File: src/rtl/core/pcc_pkg.sv
// ----------------------------------------------------------------------------
// pcc_pkg
// Shared types and constants for the pulse charge controller.
// ----------------------------------------------------------------------------
`timescale 1ns / 1ps

package pcc_pkg;

  localparam int DATA_W  = 16;
  localparam int TIMER_W = 17;
  localparam int CNT_W   = 5;
  localparam int IDX_W   = 3;

  // Phase codes
  localparam logic [1:0] PH_OFF   = 2'd0;
  localparam logic [1:0] PH_WORK  = 2'd1;
  localparam logic [1:0] PH_PAUSE = 2'd2;

  // Item mode codes; the unused code is handled as a poll
  localparam logic [1:0] MODE_POLL  = 2'd0;
  localparam logic [1:0] MODE_START = 2'd1;
  localparam logic [1:0] MODE_STOP  = 2'd2;

  // Configuration register indexes
  localparam logic [IDX_W-1:0] REG_WORK_MS          = 3'd0;
  localparam logic [IDX_W-1:0] REG_PAUSE_MS         = 3'd1;
  localparam logic [IDX_W-1:0] REG_END_VOLTAGE      = 3'd2;
  localparam logic [IDX_W-1:0] REG_MAX_CURRENT      = 3'd3;
  localparam logic [IDX_W-1:0] REG_START_CURRENT    = 3'd4;
  localparam logic [IDX_W-1:0] REG_COMPLETE_CURRENT = 3'd5;

  // Register reset values
  localparam logic [DATA_W-1:0] RST_WORK_MS          = 16'd5000;
  localparam logic [DATA_W-1:0] RST_PAUSE_MS         = 16'd5000;
  localparam logic [DATA_W-1:0] RST_END_VOLTAGE      = 16'd4200;
  localparam logic [DATA_W-1:0] RST_MAX_CURRENT      = 16'd5000;
  localparam logic [DATA_W-1:0] RST_START_CURRENT    = 16'd1000;
  localparam logic [DATA_W-1:0] RST_COMPLETE_CURRENT = 16'd20;

  localparam logic [TIMER_W-1:0] TIMER_MAX = {TIMER_W{1'b1}};
  localparam logic [CNT_W-1:0]   DIV_STEPS = 5'd16;

  typedef enum logic [2:0] {
    ST_IDLE,
    ST_EVAL,
    ST_CHECK,
    ST_DIV_END,
    ST_DIV_CUR,
    ST_RETUNE,
    ST_CLOSE,
    ST_HOLD
  } ctrl_state_t;

  typedef struct packed {
    logic capture;
    logic eval;
    logic check;
    logic div_start;
    logic div_sel_cur;
    logic retune;
    logic close;
    logic load_out;
  } pcc_cmd_t;

  typedef struct packed {
    logic need_retune;
    logic need_div;
    logic div_busy;
    logic out_free;
  } pcc_status_t;

endpackage

File: src/rtl/core/pcc_div.sv
// ----------------------------------------------------------------------------
// pcc_div
// Restoring unsigned divider, one quotient bit per cycle.
// ----------------------------------------------------------------------------
`timescale 1ns / 1ps

module pcc_div (
  input  logic                       clk,
  input  logic                       rst,
  input  logic                       start,
  input  logic [pcc_pkg::DATA_W-1:0] dividend,
  input  logic [pcc_pkg::DATA_W-1:0] divisor,
  output logic                       busy,
  output logic [pcc_pkg::DATA_W-1:0] quotient
);

  logic [pcc_pkg::DATA_W-1:0] rem;
  logic [pcc_pkg::DATA_W-1:0] quo;
  logic [pcc_pkg::DATA_W-1:0] dsr;
  logic [pcc_pkg::CNT_W-1:0]  cnt;
  logic [pcc_pkg::DATA_W:0]   shifted;
  logic [pcc_pkg::DATA_W+1:0] trial;
  logic                       borrow;

  assign shifted = {rem, quo[pcc_pkg::DATA_W-1]};
  assign trial   = {1'b0, shifted} - {2'b00, dsr};
  assign borrow  = trial[pcc_pkg::DATA_W+1];

  always_ff @(posedge clk) begin
    if (rst) begin
      cnt <= '0;
    end else if (start) begin
      cnt <= pcc_pkg::DIV_STEPS;
    end else if (cnt != '0) begin
      cnt <= cnt - 1'b1;
    end
  end

  always_ff @(posedge clk) begin
    if (start) begin
      rem <= '0;
      quo <= dividend;
      dsr <= divisor;
    end else if (cnt != '0) begin
      // keep the partial remainder when the trial subtract borrows
      rem <= borrow ? shifted[pcc_pkg::DATA_W-1:0] : trial[pcc_pkg::DATA_W-1:0];
      quo <= {quo[pcc_pkg::DATA_W-2:0], ~borrow};
    end
  end

  assign busy     = (cnt != '0);
  assign quotient = quo;

endmodule

File: src/rtl/core/pcc_ctrl.sv
// ----------------------------------------------------------------------------
// pcc_ctrl
// Sequencer for one item: evaluate, divide twice and retune if due, report.
// ----------------------------------------------------------------------------
`timescale 1ns / 1ps

module pcc_ctrl (
  input  logic                  clk,
  input  logic                  rst,
  input  logic                  item_valid,
  input  pcc_pkg::pcc_status_t  st,
  output pcc_pkg::pcc_cmd_t     cmd,
  output logic                  idle
);

  pcc_pkg::ctrl_state_t state;
  pcc_pkg::ctrl_state_t state_next;

  always_ff @(posedge clk) begin
    if (rst) begin
      state <= pcc_pkg::ST_IDLE;
    end else begin
      state <= state_next;
    end
  end

  always_comb begin
    state_next = state;
    case (state)
      pcc_pkg::ST_IDLE: begin
        if (item_valid) state_next = pcc_pkg::ST_EVAL;
      end
      pcc_pkg::ST_EVAL: begin
        state_next = pcc_pkg::ST_CHECK;
      end
      pcc_pkg::ST_CHECK: begin
        if (st.need_div) begin
          state_next = pcc_pkg::ST_DIV_END;
        end else if (st.need_retune) begin
          state_next = pcc_pkg::ST_RETUNE;
        end else begin
          state_next = pcc_pkg::ST_HOLD;
        end
      end
      pcc_pkg::ST_DIV_END: begin
        if (!st.div_busy) state_next = pcc_pkg::ST_DIV_CUR;
      end
      pcc_pkg::ST_DIV_CUR: begin
        if (!st.div_busy) state_next = pcc_pkg::ST_RETUNE;
      end
      pcc_pkg::ST_RETUNE: begin
        state_next = pcc_pkg::ST_CLOSE;
      end
      pcc_pkg::ST_CLOSE: begin
        state_next = pcc_pkg::ST_HOLD;
      end
      pcc_pkg::ST_HOLD: begin
        if (st.out_free) state_next = pcc_pkg::ST_IDLE;
      end
      default: begin
        state_next = pcc_pkg::ST_IDLE;
      end
    endcase
  end

  always_comb begin
    cmd  = '0;
    idle = 1'b0;
    case (state)
      pcc_pkg::ST_IDLE: begin
        idle        = 1'b1;
        cmd.capture = item_valid;
      end
      pcc_pkg::ST_EVAL: begin
        cmd.eval = 1'b1;
      end
      pcc_pkg::ST_CHECK: begin
        cmd.check     = 1'b1;
        cmd.div_start = st.need_div;
      end
      pcc_pkg::ST_DIV_END: begin
        // chain the second division straight off the first quotient
        cmd.div_start   = !st.div_busy;
        cmd.div_sel_cur = 1'b1;
      end
      pcc_pkg::ST_DIV_CUR: begin
        cmd.div_sel_cur = 1'b1;
      end
      pcc_pkg::ST_RETUNE: begin
        cmd.retune = 1'b1;
      end
      pcc_pkg::ST_CLOSE: begin
        cmd.close = 1'b1;
      end
      pcc_pkg::ST_HOLD: begin
        cmd.load_out = st.out_free;
      end
      default: begin
        cmd = '0;
      end
    endcase
  end

endmodule

File: src/rtl/core/pcc_datapath.sv
// ----------------------------------------------------------------------------
// pcc_datapath
// Configuration, phase timer, setpoint retune and the result register.
// ----------------------------------------------------------------------------
`timescale 1ns / 1ps

module pcc_datapath (
  input  logic                        clk,
  input  logic                        rst,
  input  pcc_pkg::pcc_cmd_t           cmd,
  output pcc_pkg::pcc_status_t        st,
  input  logic                        cfg_we,
  input  logic [pcc_pkg::IDX_W-1:0]   cfg_index,
  input  logic [pcc_pkg::DATA_W-1:0]  cfg_data,
  input  logic [1:0]                  mode,
  input  logic [pcc_pkg::DATA_W-1:0]  elapsed_ms,
  input  logic [pcc_pkg::DATA_W-1:0]  battery_mv,
  input  logic                        result_stall,
  output logic                        result_valid,
  output logic [1:0]                  phase,
  output logic [pcc_pkg::DATA_W-1:0]  current_setpoint,
  output logic                        setpoint_changed,
  output logic                        status
);

  localparam int W = pcc_pkg::DATA_W;
  localparam int T = pcc_pkg::TIMER_W;

  logic [W-1:0] work_ms, pause_ms, end_voltage, max_current, start_current, complete_current;

  logic [1:0]   item_mode;
  logic [W-1:0] item_elapsed;
  logic [W-1:0] item_mv;

  logic [1:0]   phase_state;
  logic [T-1:0] phase_timer;
  logic [W-1:0] present_current;
  logic         changed;
  logic         done;
  logic         err_zero;
  logic         err_pos;
  logic [W-1:0] mag;

  logic         is_poll;
  logic [T:0]   timer_sum;
  logic [T-1:0] timer_adv;
  logic         work_due;
  logic         pause_due;
  logic [W-1:0] start_clamped;
  logic [W-1:0] div_dividend;
  logic [W-1:0] div_divisor;
  logic         div_busy;
  logic [W-1:0] quotient;
  logic [W-1:0] inc;
  logic [W:0]   cur_adj;
  logic [W-1:0] cur_new;
  logic         out_free;

  always_ff @(posedge clk) begin
    if (rst) begin
      work_ms          <= pcc_pkg::RST_WORK_MS;
      pause_ms         <= pcc_pkg::RST_PAUSE_MS;
      end_voltage      <= pcc_pkg::RST_END_VOLTAGE;
      max_current      <= pcc_pkg::RST_MAX_CURRENT;
      start_current    <= pcc_pkg::RST_START_CURRENT;
      complete_current <= pcc_pkg::RST_COMPLETE_CURRENT;
    end else if (cfg_we) begin
      case (cfg_index)
        pcc_pkg::REG_WORK_MS:          work_ms          <= cfg_data;
        pcc_pkg::REG_PAUSE_MS:         pause_ms         <= cfg_data;
        pcc_pkg::REG_END_VOLTAGE:      end_voltage      <= cfg_data;
        pcc_pkg::REG_MAX_CURRENT:      max_current      <= cfg_data;
        pcc_pkg::REG_START_CURRENT:    start_current    <= cfg_data;
        pcc_pkg::REG_COMPLETE_CURRENT: complete_current <= cfg_data;
        default: ;
      endcase
    end
  end

  always_ff @(posedge clk) begin
    if (cmd.capture) begin
      item_mode    <= mode;
      item_elapsed <= elapsed_ms;
      item_mv      <= battery_mv;
    end
  end

  assign is_poll   = (item_mode != pcc_pkg::MODE_START) && (item_mode != pcc_pkg::MODE_STOP);
  assign timer_sum = {1'b0, phase_timer} + {{(T + 1 - W){1'b0}}, item_elapsed};
  assign timer_adv = timer_sum[T] ? pcc_pkg::TIMER_MAX : timer_sum[T-1:0];
  assign start_clamped = (start_current > max_current) ? max_current : start_current;

  assign work_due  = is_poll && (phase_state == pcc_pkg::PH_WORK)
                     && (phase_timer >= {1'b0, work_ms});
  assign pause_due = is_poll && (phase_state == pcc_pkg::PH_PAUSE)
                     && (phase_timer >= {1'b0, pause_ms});

  // First division: end / |error|; second: current / max(quotient, 1)
  assign div_dividend = cmd.div_sel_cur ? present_current : end_voltage;
  assign div_divisor  = cmd.div_sel_cur ? ((quotient == '0) ? W'(1) : quotient) : mag;

  pcc_div u_div (
    .clk      (clk),
    .rst      (rst),
    .start    (cmd.div_start),
    .dividend (div_dividend),
    .divisor  (div_divisor),
    .busy     (div_busy),
    .quotient (quotient)
  );

  assign inc     = err_zero ? '0 : quotient;
  assign cur_adj = err_pos ? ({1'b0, present_current} - {1'b0, inc})
                           : ({1'b0, present_current} + {1'b0, inc});
  assign cur_new = (cur_adj > {1'b0, max_current}) ? max_current : cur_adj[W-1:0];

  always_ff @(posedge clk) begin
    if (rst) begin
      phase_state     <= pcc_pkg::PH_OFF;
      phase_timer     <= '0;
      present_current <= '0;
    end else if (cmd.eval) begin
      if (item_mode == pcc_pkg::MODE_START) begin
        phase_state     <= pcc_pkg::PH_WORK;
        phase_timer     <= '0;
        present_current <= start_clamped;
      end else if (item_mode == pcc_pkg::MODE_STOP) begin
        phase_state <= pcc_pkg::PH_OFF;
        phase_timer <= '0;
      end else if (phase_state != pcc_pkg::PH_OFF) begin
        phase_timer <= timer_adv;
      end
    end else if (cmd.check) begin
      if (pause_due) begin
        phase_state <= pcc_pkg::PH_WORK;
        phase_timer <= phase_timer - {1'b0, pause_ms};
      end
    end else if (cmd.retune) begin
      present_current <= cur_new;
    end else if (cmd.close) begin
      if (present_current <= complete_current) begin
        phase_state <= pcc_pkg::PH_OFF;
        phase_timer <= '0;
      end else begin
        phase_state <= pcc_pkg::PH_PAUSE;
        phase_timer <= phase_timer - {1'b0, work_ms};
      end
    end
  end

  always_ff @(posedge clk) begin
    if (cmd.eval) begin
      changed  <= 1'b0;
      done     <= 1'b0;
      err_zero <= (item_mv == end_voltage);
      err_pos  <= (item_mv > end_voltage);
      mag      <= (item_mv > end_voltage) ? (item_mv - end_voltage) : (end_voltage - item_mv);
    end else if (cmd.retune) begin
      changed <= (cur_new != present_current);
    end else if (cmd.close) begin
      done <= (present_current <= complete_current);
    end
  end

  assign out_free = !result_valid || !result_stall;

  always_ff @(posedge clk) begin
    if (rst) begin
      result_valid <= 1'b0;
    end else if (cmd.load_out) begin
      result_valid <= 1'b1;
    end else if (!result_stall) begin
      result_valid <= 1'b0;
    end
  end

  always_ff @(posedge clk) begin
    if (cmd.load_out) begin
      phase            <= phase_state;
      current_setpoint <= present_current;
      setpoint_changed <= changed;
      status           <= done;
    end
  end

  assign st.need_retune = work_due;
  assign st.need_div    = work_due && !err_zero;
  assign st.div_busy    = div_busy;
  assign st.out_free    = out_free;

endmodule

File: src/rtl/core/pulse_charge_controller_top.sv
// ----------------------------------------------------------------------------
// pulse_charge_controller_top
// Pulse charger: working/pause phase timer, setpoint retune at work phase end.
// An item is evaluated and checked; at work phase end the setpoint is retuned,
// directly if the error is zero, else after two runs of the shared divider.
// One item at a time: the next item is taken the cycle after the result is
// registered; the output register frees the input.
// Synchronous reset loads register defaults and clears phase, timer, setpoint.
// ----------------------------------------------------------------------------
`timescale 1ns / 1ps

module pulse_charge_controller_top (
  input  logic                        clk,
  input  logic                        rst,
  input  logic                        cfg_we,
  input  logic [pcc_pkg::IDX_W-1:0]   cfg_index,
  input  logic [pcc_pkg::DATA_W-1:0]  cfg_data,
  input  logic                        item_valid,
  output logic                        item_stall,
  input  logic [1:0]                  mode,
  input  logic [pcc_pkg::DATA_W-1:0]  elapsed_ms,
  input  logic [pcc_pkg::DATA_W-1:0]  battery_mv,
  output logic                        result_valid,
  input  logic                        result_stall,
  output logic [1:0]                  phase,
  output logic [pcc_pkg::DATA_W-1:0]  current_setpoint,
  output logic                        setpoint_changed,
  output logic                        status
);

  pcc_pkg::pcc_cmd_t    cmd;
  pcc_pkg::pcc_status_t st;
  logic                 idle;

  pcc_ctrl u_ctrl (
    .clk        (clk),
    .rst        (rst),
    .item_valid (item_valid),
    .st         (st),
    .cmd        (cmd),
    .idle       (idle)
  );

  pcc_datapath u_dp (
    .clk              (clk),
    .rst              (rst),
    .cmd              (cmd),
    .st               (st),
    .cfg_we           (cfg_we),
    .cfg_index        (cfg_index),
    .cfg_data         (cfg_data),
    .mode             (mode),
    .elapsed_ms       (elapsed_ms),
    .battery_mv       (battery_mv),
    .result_stall     (result_stall),
    .result_valid     (result_valid),
    .phase            (phase),
    .current_setpoint (current_setpoint),
    .setpoint_changed (setpoint_changed),
    .status           (status)
  );

  assign item_stall = !idle;

  a_accept_busy: assert property (@(posedge clk) disable iff (rst)
    item_valid && !item_stall |=> item_stall)
    else $error("accepted item did not make the block busy");

  a_done_off: assert property (@(posedge clk) disable iff (rst)
    result_valid && status |-> phase == pcc_pkg::PH_OFF)
    else $error("completion reported outside the off phase");

  a_retune_not_work: assert property (@(posedge clk) disable iff (rst)
    result_valid && setpoint_changed |-> phase != pcc_pkg::PH_WORK)
    else $error("setpoint change reported while still working");

  a_load_valid: assert property (@(posedge clk) disable iff (rst)
    cmd.load_out |=> result_valid)
    else $error("result load did not raise valid");

  a_div_busy: assert property (@(posedge clk) disable iff (rst)
    st.div_busy |-> item_stall)
    else $error("divider running while input is open");

endmodule
File: config.mk
export PLATFORM = sky130hd
export DESIGN_NAME = pulse_charge_controller_top
export DESIGN_NICKNAME = d
export VERILOG_FILES = /design/src/rtl/core/pcc_pkg.sv /design/src/rtl/core/pcc_div.sv /design/src/rtl/core/pcc_ctrl.sv /design/src/rtl/core/pcc_datapath.sv /design/src/rtl/core/pulse_charge_controller_top.sv
export SDC_FILE = /design/constraint.sdc
export NUM_CORES = 1
export LEC_CHECK = 0
export ABC_AREA = 1
export BUFFER_PORTS_ARGS = -buffer_cell sky130_fd_sc_hd__buf_2
export CORE_MARGIN = 2
export CORE_UTILIZATION = 45
export DETAILED_ROUTE_END_ITERATION = 7
export GPL_TIMING_DRIVEN = 0
export HOLD_SLACK_MARGIN = 0.02
export PLACE_DENSITY = 0.58
export SYNTH_ARGS = -nofsm -noshare
export SYNTH_HDL_FRONTEND = slang
export SYNTH_SLANG_ARGS = --single-unit
File: constraint.sdc
create_clock -name clk -period 8.1 [get_ports clk]
set_clock_uncertainty 0.15 [all_clocks]
set_input_delay 0.405 -clock clk [delete_from_list [all_inputs] [get_ports clk]]
set_output_delay 0.405 -clock clk [all_outputs]
set_load 0.05 [all_outputs]
### After elaboration in Yosys (flattened, before gate mapping)

Cells that the tools add are included.

| storage, ports and cells | value |
|---|---|
| bits in registers | 262 |
| bits of input ports | 58 |
| output and inout port bits | 22 |
| word-level logic and storage cells | 162 |

| cells by class | value |
|---|---|
| $add $sub $neg | 9 |
| order comparisons | 6 |
| equal/unequal tests | 31 |
| muxes and demuxes | 53 |
| bitwise gates (word level) | 2 |
| reductions and logical operators | 33 |

Operator list:

| kind | number |
|---|---|
| two-way mux 16 bit | 14 |
| two-way mux 17 bit | 11 |
| >= comparator 17 x 16 -> 1 bit | 2 |
| subtractor 17 x 16 -> 17 bit | 2 |
| greater-than comparator 16 bit | 2 |
| subtractor 16 bit | 2 |
| one-hot mux 3 bit (8 select lines) | 1 |
| adder 17 x 16 -> 18 bit | 1 |
| equality test 3 bit, second input constant | 6 |
| two-way mux 2 bit | 9 |
| subtractor 17 x 16 -> 18 bit | 1 |
| adder 16 x 16 -> 17 bit | 1 |
| greater-than comparator 17 x 16 -> 1 bit | 1 |
| subtractor 16 x 16 -> 17 bit | 1 |
| equality test 16 bit | 1 |
| <= comparator 16 bit | 1 |
| zero test 16 bit | 1 |
| != test 16 bit | 1 |
| two-way mux 3 bit | 5 |
| AND reduction 2 bit | 7 |
| equality test 3 x 2 -> 1 bit, second input constant | 4 |
| AND reduction 4 bit | 3 |
| two-way mux 1 bit | 10 |
| two-way mux 5 bit | 2 |
| 19 further kinds | 45 |

### Logic depth before layout (Yosys ltp)

Gate-level depths: netlist of the first run.

| logic depth | value |
|---|---|
| depth after elaboration | 8 |
| gate-level depth with buffers | 40 |

### Hierarchy

From an unflattened synthesis of the first run, not the netlist that was laid out.

| unflattened totals | value |
|---|---|
| cells, all modules | 2,416 |
| area total of the unflattened synthesis | 18,006.0 um^2 |

Modules (own cells, without submodules):

| module | times used | cells each | area each (um^2) |
|---|---|---|---|
| pcc_datapath | 1 | 1,929 | 14,397.6 |
| pcc_div | 1 | 435 | 3,296.9 |
| pcc_ctrl | 1 | 51 | 307.8 |
| pulse_charge_controller_top | 1 | 1 | 3.8 |

### Worst setup path after synthesis of the first run

No wires, ideal clock.

| timing | value |
|---|---|
| path kind | reg-to-reg |
| start | register u_dp.err_zero |
| end | register u_dp.changed |
| setup time | 112 ps |
| data arrival time | 4,228 ps |
| data required time | 7,838 ps |
| path slack | 3,610 ps |
| cell stages (with the launch flop) | 34 |
| path buffers | 2 |
| period minus slack after synthesis | 4,490 ps |
| path through | edfxtp_1 > buf_6 > nor2_1 > inv_1 > ha_1 > nand3_2 > nor2_4 > nor2_1 > xnor2_1 > inv_1 > ha_1 > a21o_1 > nand2_1 > nand2_1 > a21oi_1 > nand2_1 > a21oi_1 > xor2_1 > inv_1 > ha_1 > nand4_1 > nor4_1 > nand4_2 > buf_2 > nand3_1 > nand2_1 > nand2_1 > nand2_1 > nor2_1 > nand2_1 > nor2_1 > nand2_1 > nand2_1 > nand2_1 |

| on the way | value |
|---|---|
| cells in the longest elaborated chain, start to end | 6 |

Ends and longest elaborated chain:

| what | RTL line | RTL |
|---|---|---|
| start: declaration | pcc_datapath.sv:40 | `logic err_zero;` |
| start signal: assignment | pcc_datapath.sv:155 | `err_zero <= (item_mv == end_voltage);` |
| two-way mux 16 bit * | pcc_datapath.sv:112 | `assign inc = err_zero ? '0 : quotient;` |
| adder 16 x 16 -> 17 bit or subtractor 16 x 16 -> 17 bit (tied branches) | pcc_datapath.sv:114, pcc_datapath.sv:113 |  |
| two-way mux 17 bit * | pcc_datapath.sv:113 | `assign cur_adj = err_pos ? ({1'b0, present_current} - {1'b0, inc})` |
| greater-than comparator 17 x 16 -> 1 bit | pcc_datapath.sv:115 | `assign cur_new = (cur_adj > {1'b0, max_current}) ? max_current : cur_adj[W-1:0];` |
| two-way mux 16 bit * | pcc_datapath.sv:115 |  |
| != test 16 bit * | pcc_datapath.sv:159 | `changed <= (cur_new != present_current);` |
| end signal: assignment | pcc_datapath.sv:159 |  |
| end: declaration | pcc_datapath.sv:38 | `logic changed;` |

Mark *: on every way between the ends. The rest lies on a longest branch, timed or not.
A chain may end at the register's enable or synchronous reset.

### Worst setup path in the final report of the first run

| timing | value |
|---|---|
| start | register u_dp.err_pos |
| end | register u_dp.changed |

| on the way | value |
|---|---|
| cells in the longest elaborated chain, start to end | 4 |

Ends and longest elaborated chain:

| what | RTL line | RTL |
|---|---|---|
| start: declaration | pcc_datapath.sv:41 | `logic err_pos;` |
| start signal: assignment | pcc_datapath.sv:156 | `err_pos <= (item_mv > end_voltage);` |
| two-way mux 17 bit * | pcc_datapath.sv:113 |  |
| greater-than comparator 17 x 16 -> 1 bit | pcc_datapath.sv:115 |  |
| two-way mux 16 bit * | pcc_datapath.sv:115 |  |
| != test 16 bit * | pcc_datapath.sv:159 |  |

Marked as above.

==> results.txt, run 1 <==
The flow ran to the end, and the final reports show no timing, DRC or antenna violations. The average cell area after synthesis came out at about 7.6 um2. The clock period minus worst slack is between 5000 and 6000 ps. After legalization and detailed placement, the total HPWL measured 45300 um. The initial cell density of the core came out at a little under half. Setup violations remaining at the end of the flow were counted as 0. In this run the worst path has a maximum fanout of 10. The cell with the biggest individual delay on the critical path is sky130_fd_sc_hd__clkbuf_1. The initial antenna violation count came out at 0.

Setup repair after global routing left no endpoint under its margin. The first global-routing pass estimated between 80000 and 90000 um of wire. Across the run, the number of max-cap violations was 0.

The global-route usage over all layers came out at between 20% and 30%. The power density normalized to cell area came out at ~410 nW/um2. After technology mapping, the gate count stands at roughly 2.3k. The post-route DRC violation count came out at 0.

The total routed wirelength came out at 57400 um. The overall die area came out at around 40000 um2. The die is approximately 200 um tall. The number of different library cells in the post-synthesis netlist came out at 50. The number of optimization iterations in the first detailed-route pass is 5. The number of antenna diodes is 0.

The post-route netlist has 7.20% of its cells at a drive strength greater than 1. The cell row count is roughly 70. Using the TritonRoute via totals, the vias-per-cell ratio works out to 5.45. The area growth from synthesis to layout came out at 14.4%. The via count of the first global-routing pass is approximately 16k. At the pin with the least slew margin, the transition time is ~1400 ps. The most used flip-flop cell after synthesis is sky130_fd_sc_hd__dfxtp_1.

The number of routed nets with antenna violations is 0. After synthesis the cells add up to approximately 17000 um2. In this run the clock root is driven by a sky130_fd_sc_hd__clkbuf_16. The class of the tightest hold or removal check is primary input to flop. The clock latency at the later pin of the worst-skew pair is a little under 600 ps. The sequential-to-total area share from yosys stat came out at a little over a third. Global routing finished with a remaining overflow of 0.

The maximum number of pins on one net before global-route repair came out at 35. STA puts the critical path data required time at between 8000 and 9000 ps. Counting flops with a built-in enable in the synthesized netlist gives between 100 and 150. Dividing the detail-routed wire length by the instance count gives approximately 19 um. The net count after synthesis is approximately 2.5k.

The number of failing hold endpoints at the final stage came out at 0. The number of clock sinks seen by CTS is 262. The region available for standard cell placement spans around 38000 um2. The critical path in this run is classified as flop to flop. The upper clock frequency limit came out at approximately 190 MHz. The headroom to the max-slew limit came out at ~8.0%.

Counting stages on the worst path, the most repeated cell is sky130_fd_sc_hd__nand2_1. The vias after detailed routing is between 15k and 20k. The die width is around 200 um. In this run the number of H-tree levels came out at 1. Once placement completed, the tool counted placed cells totaling around 2.9k.

The proportion of register bits with asynchronous set or reset after synthesis came out at 0%. The share of the cycle needed by the critical path after routing is between 60% and 70%. STA classifies the critical path endpoint as a flop. The count of buffers from port buffering is 78. The net count reported at finish is between 2k and 3k. The number of buffers on the longest clock path came out at 3. TritonCTS built the clock tree. In the final timing run, aggregate negative setup slack is 0 ps. The count of warnings emitted by yosys is 0. The data arrival time at the worst-slack endpoint came out at 5640 ps.

The DRC marker count from the first detailed-route iteration came out at between 1k and 1.5k. The post-cts repair resize count is 0. The top-level port count is 80. The number of buffers created by CTS came out at 31. The count of placed standard cells in the final layout, fillers left out came out at 2989. The static leakage came out at 9.17 nW. The clock-pin slew on the worst setup and hold paths came out at around 60 ps. The number of pins with negative max-slew slack in the final report is 0. The worst-case IR drop observed on VDD is approximately 0.19 mV. At the end of routability-driven placement, the weighted congestion stood at ~0.97.

Synthesis inferred around 260 register bits. The highest cell delay on the worst timing path is 400 ps. The worst setup path is launched from a flop.
cell usage after synthesis, drive strengths merged, types with 30 or more instances:
| cell | count | area [um2] |
|---|---|---|
| edfxtp | 104 | 3120 |
| inv | 328 | 1230 |
| nor2 | 148 | 571 |
| xnor2 | 30 | 263 |
| dfxtp | 158 | 3160 |
| o211ai | 51 | 383 |
| o21ai | 241 | 1210 |
| ha | 164 | 2050 |
| a21oi | 254 | 1270 |
| xor2 | 56 | 490 |
| clkbuf | 56 | 210 |
| nand3 | 86 | 440 |
| nand2 | 449 | 1710 |
sequential cells by signal (all words and copies together) (netlist names), 2 cells and up:
register               count
u_dp.work_ms              16
u_dp.item_mode             2
u_dp.u_div.dsr            16
u_dp.item_mv              16
u_dp.mag                  16
u_dp.u_div.rem            16
u_dp.u_div.quotient       16
u_dp.phase                 2
u_dp.start_current        16
u_dp.u_div.cnt             5
u_dp.max_current          16
u_dp.phase_timer          17
u_dp.end_voltage          16
u_dp.present_current      16
u_ctrl.state               3
u_dp.pause_ms             16
u_dp.complete_current     16
u_dp.item_elapsed         16
u_dp.current_setpoint     16
u_dp.phase_state           2
routing by layer:
metal	global-route usage, %	vias to the layer above	part of all wire, %
li1	-	8053	-
met4	9.76	0	3.7
met1	37.4	7579	44
met3	3.93	100	5.9
met2	47.1	544	46
met5	0	-	0
final cells by class:
| type | instances | area [um2] |
|---|---|---|
| tap | 518 | 648 |
| sequential | 262 | 6290 |
| clock buffer | 35 | 813 |
| timing repair buffer | 114 | 766 |
| inverter | 329 | 1230 |
| multi-input combinational | 1631 | 9540 |
| fill | 3799 | 18500 |
| clock inverter | 22 | 262 |
| buffer | 78 | 343 |
placed cells by master (no fill, tap or decap), types with 5 or more instances in the layout:
| master | instances |
|---|---|
| sky130_fd_sc_hd__nand2_1 | 442 |
| sky130_fd_sc_hd__inv_1 | 324 |
| sky130_fd_sc_hd__a21oi_1 | 254 |
| sky130_fd_sc_hd__o21ai_0 | 235 |
| sky130_fd_sc_hd__ha_1 | 164 |
| sky130_fd_sc_hd__dfxtp_1 | 158 |
| sky130_fd_sc_hd__nor2_1 | 143 |
| sky130_fd_sc_hd__edfxtp_1 | 104 |
| sky130_fd_sc_hd__buf_2 | 91 |
| sky130_fd_sc_hd__nand3_1 | 84 |
| sky130_fd_sc_hd__clkbuf_1 | 58 |
| sky130_fd_sc_hd__xor2_1 | 56 |
| sky130_fd_sc_hd__o211ai_1 | 51 |
| sky130_fd_sc_hd__dlygate4sd3_1 | 34 |
| sky130_fd_sc_hd__clkbuf_16 | 32 |
| sky130_fd_sc_hd__xnor2_1 | 30 |
| sky130_fd_sc_hd__a31oi_1 | 27 |
| sky130_fd_sc_hd__nor3_1 | 19 |
| sky130_fd_sc_hd__nand4_1 | 12 |
| sky130_fd_sc_hd__nor4_1 | 11 |
| sky130_fd_sc_hd__nand3b_1 | 9 |
| sky130_fd_sc_hd__a21boi_0 | 7 |
| sky130_fd_sc_hd__fa_1 | 7 |
| sky130_fd_sc_hd__o22ai_1 | 6 |
| sky130_fd_sc_hd__o21ai_1 | 6 |
| sky130_fd_sc_hd__a21o_1 | 6 |
| sky130_fd_sc_hd__a211oi_1 | 6 |
| sky130_fd_sc_hd__clkinv_2 | 6 |
| sky130_fd_sc_hd__clkinvlp_4 | 6 |
| sky130_fd_sc_hd__nand2_2 | 5 |
| sky130_fd_sc_hd__or2_2 | 5 |
| sky130_fd_sc_hd__bufinv_16 | 5 |
cell families after synthesis:
group / after synthesis / share of synthesized area, %
simple gates: 742 / 17.7
compound gates: 628 / 19.9
buf+inv: 407 / 9.07
flops: 262 / 36.1
fa+ha+maj: 171 / 12.6
xor+xnor: 86 / 4.33
mux: 4 / 0.237
what timing repair did:
action / in CTS / in global routing
hold buffers: 34 / 0
hold endpoints to repair: 34 / 0
setup buffers: 0 / 0
worst max-delay path: cells and delay by family (launching register included):
family	cells	cell delay [ps]
AO/OA/AOI/OAI	1	110
XOR/XNOR	2	490
adder cells (fa/ha/maj)	2	700
buffers and inverters	5	980
flip-flops	1	380
AND/OR/NAND/NOR	20	2400
report_power, final:
part | internal (W) | switching [W]
registers | 0.00176 | 0.000311
clock network | 0.000883 | 0.000595
logic | 0.00156 | 0.00298
total | 0.00421 | 0.00389
through the flow:
| step | power, W | util, % | hold WS [ps] | cell area [um2] | worst slack [ps] |
|---|---|---|---|---|---|
| final | 0.00809 | 51.8 | 60.1 | 19900 | 2790 |
| after global routing | 0.00877 | 51.8 | 35.2 | 19900 | 2260 |
| after CTS | 0.00806 | 51.8 | 35.9 | 19900 | 2820 |
| after detailed placement | 0.00655 | 48.2 | 307 | 18500 | 2850 |
| after global placement | 0.00649 | 48.0 | 302 | 18400 | 2790 |
| after floorplan | 0.00525 | - | 259 | 17400 | 3610 |
final timing paths:
| kind | startpoint | to | slack, ps | cells past startpoint |
|---|---|---|---|---|
| setup / recovery | u_dp.err_pos | u_dp.changed | 2790 | 30 |
| hold / removal | cfg_data[0] | u_dp.max_current[0] | 60 | 3 |
| setup reg to reg | u_dp.err_pos | u_dp.changed | 2790 | 30 |
| hold reg to reg | u_dp.complete_current[8] | u_dp.complete_current[8] | 310 | 2 |
Note: power is estimated with default switching activity, not from simulation.
==> inputs of run 2 (changes only) <==
PLACE_DENSITY = 0.61   (was 0.58)
clock period = 4.3 ns   (was 8.1 ns; I/O delays follow)
==> run 2 against run 1 <==
  * The run now ends with setup timing left
  * Critical endpoint unchanged
  * Via count increased by 1.7%
  * Largest cell class unchanged
  * Sequential power rose by 87%
  * Core utilization grew 2.8 points
  * Hold slack improved by 8.0 ps
==> results.txt, run 2 (synthesized netlist as in run 1, its figures left out) <==
The number of buffers on the longest clock path came out at 3. After the last flow step, the layout net total stands at 2731. Row generation in the floorplan step produced 72 rows. The register with the most flip-flops in the layout has 17 of them. The worst IR drop on VDD is ~0.4 mV. The count of H-tree levels built during CTS came out at 2. Among all stages on the critical path, the largest delay is contributed by sky130_fd_sc_hd__edfxtp_1.

The number of pins with negative max-slew slack in the final report came out at 0. The via count of the first global-routing pass came out at roughly 16k. TritonCTS built the clock tree. The number of cells after detailed placement is about 2.9k. The post-route DRC violation count is 0. The number of optimization iterations in the first detailed-route pass is 6. The power density normalized to cell area is approximately 790 nW/um2.

Clock tree synthesis selected as its root buffer the cell sky130_fd_sc_hd__clkbuf_16. Based on the critical path, the design can be clocked at up to 207 MHz. The number of buffers created by CTS came out at 34.

The weighted congestion at the end of routability-driven global placement is 0.985. The highest cell delay on the worst timing path is 470 ps. The area growth from synthesis to layout is 20.5%. The vertical die dimension came out at 201 um. The number of antenna diodes is 0. The proportion of layout cells with a drive suffix above 1 came out at about 12%. At the pin with the least slew margin, the transition time is 1250 ps. The final total negative setup slack is -2850 ps.

The worst setup slack before clock tree synthesis came out at -1070 ps. Setup repair after global routing could not meet its margin everywhere. The data arrival time at the worst-slack endpoint came out at 5140 ps. The initial antenna violation count came out at 0. The area of the core region is around 38000 um2. The number of failing hold endpoints at the final stage is 0. Clock-pin slew was measured on the worst setup and hold paths at roughly 60 ps. The combined flip-flop and latch cell area came out at 6290 um2. The initial cell density of the core came out at roughly 45%. Once detail routing completed, the nets flagged for antenna violations numbered 0. The clock period minus worst slack came out at a little under 5000 ps. The worst setup path is of the flop to flop kind. The smallest setup slack after layout is -540 ps.

The run finished, with violations left. The kind of end point of the critical path is a flop. The top-level port count came out at 80. The checks that failed: setup timing. Global routing used 28.0% of the available tracks across all layers.

The number of endpoints failing setup at the final stage is 16. The maximum fanout count along the critical path is 6. The maximum number of pins on one net before global-route repair came out at 35.

The class of the tightest hold or removal check is primary input to flop. In the final routed layout, each cell accounts on average for approximately 19 um. The count of placed standard cells in the final layout, fillers left out came out at slightly above 3k. The count of buffers from port buffering came out at slightly below 80. The first-pass GRT wire length came out at 87400 um. The cell that appears most often on the critical path is sky130_fd_sc_hd__nand2_1.

The floorplan step set the die width to ~200 um. The DRC marker count from the first detailed-route iteration is about 1.3k. Counting flops per register, the top entry is u_dp.phase_timer. The clock latency at the later pin of the worst-skew pair came out at 550 ps. The worst setup path is launched from a flop.

For this run the aggregate overflow at the end of global routing stands at 0. The number of inserted filler cells in the final layout is roughly 3.7k. The area used by multi-input combinational logic came out at roughly 10000 um2. The overall die area came out at approximately 40000 um2.

The number of clock sinks seen by CTS is around 260. The vias after detailed routing came out at around 17k. The number of max-cap violations is 0. The static leakage came out at 9.54 nW. The HPWL after detailed placement is ~44000 um. The library cell used most frequently in the layout, excluding fill and tap cells, is sky130_fd_sc_hd__nand2_1. The ratio of routed vias to standard cells came out at 5.44. The endpoint required time on the critical path came out at roughly 4600 ps. The headroom to the max-slew limit is 15.9%. The routed design has ~57000 um of wire. The top cell types in the final layout, fill and taps aside, are sky130_fd_sc_hd__nand2_1, sky130_fd_sc_hd__inv_1, sky130_fd_sc_hd__a21oi_1. The share of the cycle needed by the critical path after routing is 113%.
## run 2: cell count changes in the layout (fill, tap and decap cells not counted), moves of 10 or more
cell and delta:
sky130_fd_sc_hd__buf_4 +29, sky130_fd_sc_hd__nand2_1 -24, sky130_fd_sc_hd__dlygate4sd3_1 +22, sky130_fd_sc_hd__nand2_2 +19
sky130_fd_sc_hd__nor2_1 -15, sky130_fd_sc_hd__ha_1 -11, sky130_fd_sc_hd__ha_4 +11, sky130_fd_sc_hd__nor2_2 +10
## run 2: cell type report
| cell class | count | share of cell area [%] |
|---|---|---|
| Buffer | 77 | 1.71 |
| Clock buffer | 45 | 4.41 |
| Clock inverter | 17 | 1.17 |
| Inverter | 329 | 5.89 |
| Multi-Input combinational cell | 1631 | 47.8 |
| Sequential cell | 262 | 30.0 |
| Tap cell | 518 | 3.09 |
| Timing Repair Buffer | 167 | 5.90 |
## run 2: worst paths after layout
path                endpoint           from  depth (start not counted)  slack [ps]
max             u_dp.changed  u_dp.err_zero                         31        -540
min reg2reg      u_dp.status      u_dp.done                          0         290
max reg2reg     u_dp.changed  u_dp.err_zero                         31        -540
min          u_ctrl.state[1]     item_valid                          4          70
## run 2: what timing repair did
action | CTS | global route
endpoints found under the hold margin | 122 | 0
pin swaps | 28 | 40
hold buffers | 56 | 0
cloned | 2 | 1
setup buffers | 21 | 6
endpoints found under the setup margin | 17 | 17
resized for setup | 57 | 49
## run 2: per-stage QoR
stage / area, um2 / hold slack [ps] / utilization, % / total power [W]
3_3_place_gp: 18500 / 242 / 48.2 / 0.0121
5_1_grt: 21000 / 62.5 / 54.6 / 0.0179
6_report: 21000 / 68.1 / 54.6 / 0.0166
3_5_place_dp: 18600 / 243 / 48.4 / 0.0123
4_1_cts: 20700 / 31.8 / 53.9 / 0.0160
2_1_floorplan: 17400 / 164 / - / 0.00995
## run 2: routing by layer
layer | part of all wire, % | GRT usage [%] | wire, um
met1 | 43 | 36.2 | 24600
met2 | 47 | 47.7 | 26900
met3 | 6.0 | 3.41 | 3440
met4 | 4.2 | 11.3 | 2390
met5 | 0 | 0 | 0
## run 2: critical path: cells and delay by family (launching register included)
kind / cells / cell delay, ps
XOR/XNOR: 2 / 340
AND/OR/NAND/NOR: 16 / 1710
adder cells (fa/ha/maj): 3 / 730
flip-flops: 1 / 470
buffers and inverters: 7 / 890
AO/OA/AOI/OAI: 3 / 450
## run 2: power by group
| group | internal (W) | switching, W |
|---|---|---|
| clock | 0.00184 | 0.00117 |
| combinational | 0.00364 | 0.00605 |
| sequential | 0.00332 | 0.000562 |
